<file path="src/design/gle_pkg.sv">
`default_nettype none
package gle_pkg;
	localparam int MAX_WIDTH = 12;
	localparam int CODE_W    = 13;
	localparam int PREF_W    = 12;
	localparam int PIX_W     = 8;
	localparam int ACC_W     = 19;
	localparam int BITS_W    = 5;

	typedef struct packed {
		logic              used;
		logic [CODE_W-1:0] code;
		logic [PREF_W-1:0] prefix;
		logic [PIX_W-1:0]  pix;
	} entry_t;

	localparam int ENTRY_W = $bits(entry_t);
endpackage
`default_nettype wire

</file>
<file path="src/design/gle_probe.sv">
`default_nettype none
module gle_probe #(
	parameter int DICT_SIZE = 5021
) (
	input  wire logic                            start,
	input  wire logic [gle_pkg::PIX_W-1:0]       pix,
	input  wire logic [gle_pkg::PREF_W-1:0]      prefix,
	input  wire logic [$clog2(DICT_SIZE)-1:0]    ind,
	input  wire logic [$clog2(DICT_SIZE):0]      stp,
	output logic      [$clog2(DICT_SIZE)-1:0]    idx,
	output logic      [$clog2(DICT_SIZE):0]      first_step
);
	localparam int IDX_W = $clog2(DICT_SIZE);

	logic [gle_pkg::PREF_W-1:0] hash;
	logic [IDX_W:0]             hash_x;
	logic [IDX_W:0]             ind_x;
	logic [IDX_W:0]             nxt;

	// hash stays below 4096, so with a DICT_SIZE of 4096 or more the modulo is a no-op
	assign hash   = {pix, 4'h0} ^ prefix;
	assign hash_x = (IDX_W+1)'(hash);
	assign ind_x  = {1'b0, ind};

	// the probe step is fixed by the first slot of the chain
	always_comb begin
		first_step = (hash == '0) ? (IDX_W+1)'(1) : (IDX_W+1)'(DICT_SIZE) - hash_x;
		if (ind_x >= stp) begin
			nxt = ind_x - stp;
		end else begin
			nxt = ind_x + (IDX_W+1)'(DICT_SIZE) - stp;
		end
		idx = start ? IDX_W'(hash) : nxt[IDX_W-1:0];
	end
endmodule
`default_nettype wire

</file>
<file path="config.mk">
export PLATFORM = sky130hd
export DESIGN_NAME = gle_probe
export DESIGN_NICKNAME = d
export VERILOG_FILES = /design/src/design/gle_pkg.sv /design/src/design/gle_probe.sv
export SDC_FILE = /design/constraint.sdc
export NUM_CORES = 1
export LEC_CHECK = 0
export ABC_CLOCK_PERIOD_IN_PS = 4000
export BUFFER_PORTS_ARGS = -buffer_cell sky130_fd_sc_hd__buf_2
export CAP_MARGIN = 20
export CORE_ASPECT_RATIO = 1.5
export CORE_MARGIN = 5
export CORE_UTILIZATION = 55
export DETAILED_ROUTE_END_ITERATION = 10
export PLACE_DENSITY_LB_ADDON = 0.3
export SYNTH_ARGS = -nofsm -noshare
export SYNTH_HDL_FRONTEND = slang
export SYNTH_SLANG_ARGS = --single-unit
</file>
<file path="constraint.sdc">
create_clock -name vclk -period 4
set_input_delay 0.4 -clock vclk [all_inputs]
set_output_delay 0.4 -clock vclk [all_outputs]
set_load 0.1 [all_outputs]
</file>
==> key figures <==
Yosys
  • Synthesized instance count: 286
  • Most numerous cell in the Yosys netlist: inv_1
  • Synth Net Count: 370
  • Synthesized cell area: 2040 sq um
  • Avg Inst Size Synth: 7.14 sq um
  • YS warnings: 0
  • Main combinational cell family by area after synthesis: adder cells
  • Compound-Gate Fraction of Synth Area: 0.234
  • Synth Area in XOR/XNOR: 0.137
  • Cell variety after synth: 62
  • Top cells by area, synth: ha_1, xnor2_1, inv_1
  • Mux cell area share after synthesis: 0.0509
  • Synth Area in Simple Gates: 0.219
  • Post-synth top area cell: ha_1
  • Synth Area in Adders: 0.240
  • Synth top area share: 0.196
  • Synth top cells by count: inv_1, ha_1, nor2_1, xnor2_1
  • Post-synthesis sequential area ratio: 0

Global route
  • Total grt overflow: 0
  • Total track usage: 0.204
  • Initial antenna violation count: 0
  • Vias in the first global route: 2130
  • First-pass GRT wire length: 8730 um
  • Pin count of the biggest net entering global routing: 29

Die
  • Die area: 5050 sq um
  • Die H: 84.6 um
  • Die width: 59.7 um
  • Core area: 3610 sq um
  • Starting Density: 0.565
  • IO Pins: 75
  • Site Rows: 27

Routing
  • ANT nets after route: 0
  • Vias: 2150
  • Final routed DRC violation total: 0
  • Routed wire length per instance: 12.9 um
  • Routed vias/inst: 5.46
  • Initial DRC Count: 75
  • Total routed wirelength: 5080 um
  • Drt first pass iters: 5

Cells and area
  • Number of sequential cells: 0
  • Sequential cell area: 0 sq um
  • # nets final: 437
  • Area grow syn2layout: 20.8%
  • Fraction of layout cells with a size suffix above 1: 0.271
  • Multi-input logic area: 1820 sq um
  • Filler Cell Count: 350
  • Diodes inserted: 0
  • Layout clock buffers: 0
  • Final std cells w/o fill: 394

Worst setup path
  • CP delay by family, top: compound AO/OA/AOI/OAI gates
  • Setup crit end kind: output pin
  • Crit start category: input port
  • Worst-path maximum fanout: 5
  • CP max stage cell: buf_2
  • Critical path depth in cells: 13
  • Worst Path Required: 3.60 ns
  • Worst Path Buf+Inv: 4
  • Worst EP arrival: 3.33 ns
  • Crit-path max cell delay: 0.46 ns
  • Critical path class: in2out
  • Crit path cell chain: buf_2 -> inv_1 -> ha_1 -> inv_1 -> ha_1 -> a21oi_1 -> a2111oi_2 -> a211oi_1 -> o31a_1 -> nor4b_1 -> nor4_1 -> o311ai_2 -> buf_2

Pwr
  • Pwr/cell area: 323 nW/um^2
  • Switching Share: 0.723
  • Seq pwr share: 0
  • Leak: 1.31 nW
  • Cell-internal power: 0.221 mW
  • Max IR drop VDD: 0.242 mV
  • Comb pwr share: 1.000
  • Clock network power share: 0
  • Net switching power: 0.577 mW

Job
  • MaxCap Viol Count: 0

Timing
  • Final slew viol count: 0
  • Fmax: 268 MHz
  • # setup viols final: 0
  • Unrepaired setup endpoints after global routing: no
  • Crit share post-route: 0.933
  • Crit path time final: 3.73 ns
  • TNS Setup: 0 ns
  • Slew HR: 0.616
  • Worst Tran Pin Value: 0.571 ns
  • Post-route worst setup slack: 0.269 ns
  • Hold Violations, Final: 0

CTS
  • # hold bufs at CTS: 0
  • Post-cts resize count: 0
  • Post-CTS setup buffers: 0

Placed design
  • DP Worst Slack: 0.303 ns
  • Placed instance count: 394
  • Placer Congestion: 0.858
  • Port buffer count: 74
  • Post-DP HPWL: 4530 um

Hold path
  • Hold Path Cell Cnt: 2
  • Hold WC Path Type: in2out

Run status
  • Status: completed
==> area by class of cell <==
| class | count | share of cell area |
|---|---|---|
| inverters | 48 | 0.0731 |
| multi-input cells | 228 | 0.740 |
| well taps | 43 | 0.0218 |
| repair buffers | 75 | 0.165 |
==> stage by stage <==
step                hold WS, ns  utilization  power [mW]  instance area [sq um]
finish                     1.22        0.682       0.798                   2470
global placement           1.22        0.682       0.790                   2470
global route               1.23        0.682       0.853                   2470
floorplan                  1.14            -       0.653                   2060
CTS                        1.22        0.682       0.800                   2470
detailed placement         1.22        0.682       0.798                   2470
==> placed cells by master (no fill, tap or decap), types with 3 or more instances in the layout <==
cell,instances
a21o_1,4
a21oi_1,19
buf_2,72
fa_1,4
ha_1,32
inv_1,48
mux2_2,3
mux2i_1,5
nand2_1,19
nand2b_1,6
nand3_1,6
nand3b_1,3
nor2_1,23
nor2b_1,3
nor3_1,3
nor4_1,3
o21ai_0,5
o21ai_1,4
o31ai_1,3
or2_2,4
xnor2_1,23
xor2_1,7
==> worst paths after layout <==
kind / endpoint / slack (ns) / from
worst max-delay path: idx[12] / 0.27 / ind[3]
worst min-delay path: first_step[1] / 1.22 / prefix[1]
==> routing by layer <==
metal | track usage | part of all wire | up-vias | wire length, um
li1 | - | - | 1110 | -
met1 | 0.234 | 0.40 | 966 | 2020
met2 | 0.390 | 0.51 | 66 | 2590
met3 | 0.0215 | 0.076 | 8 | 384
met4 | 0.0363 | 0.017 | 0 | 87
met5 | 0 | 0 | - | 0
==> cell families (layout without fill, tap and decap cells) <==
logic type	Yosys count	in the layout
AOI/OAI and AO/OA	65	65
xor gates and xnor gates	31	31
adders and majority gates	37	37
buffers and inverters	58	123
muxes	10	10
other	1	1
and+or+nand+nor	84	84
==> power groups by stage <==
stage	Combinational, mW	Clock, mW	Sequential (mW)
after floorplan	0.653	0	0
after global placement	0.790	0	0
after detailed placement	0.798	0	0
after CTS	0.800	0	0
after global routing	0.853	0	0
final	0.798	0	0
Power figures use the tool's default switching activity.
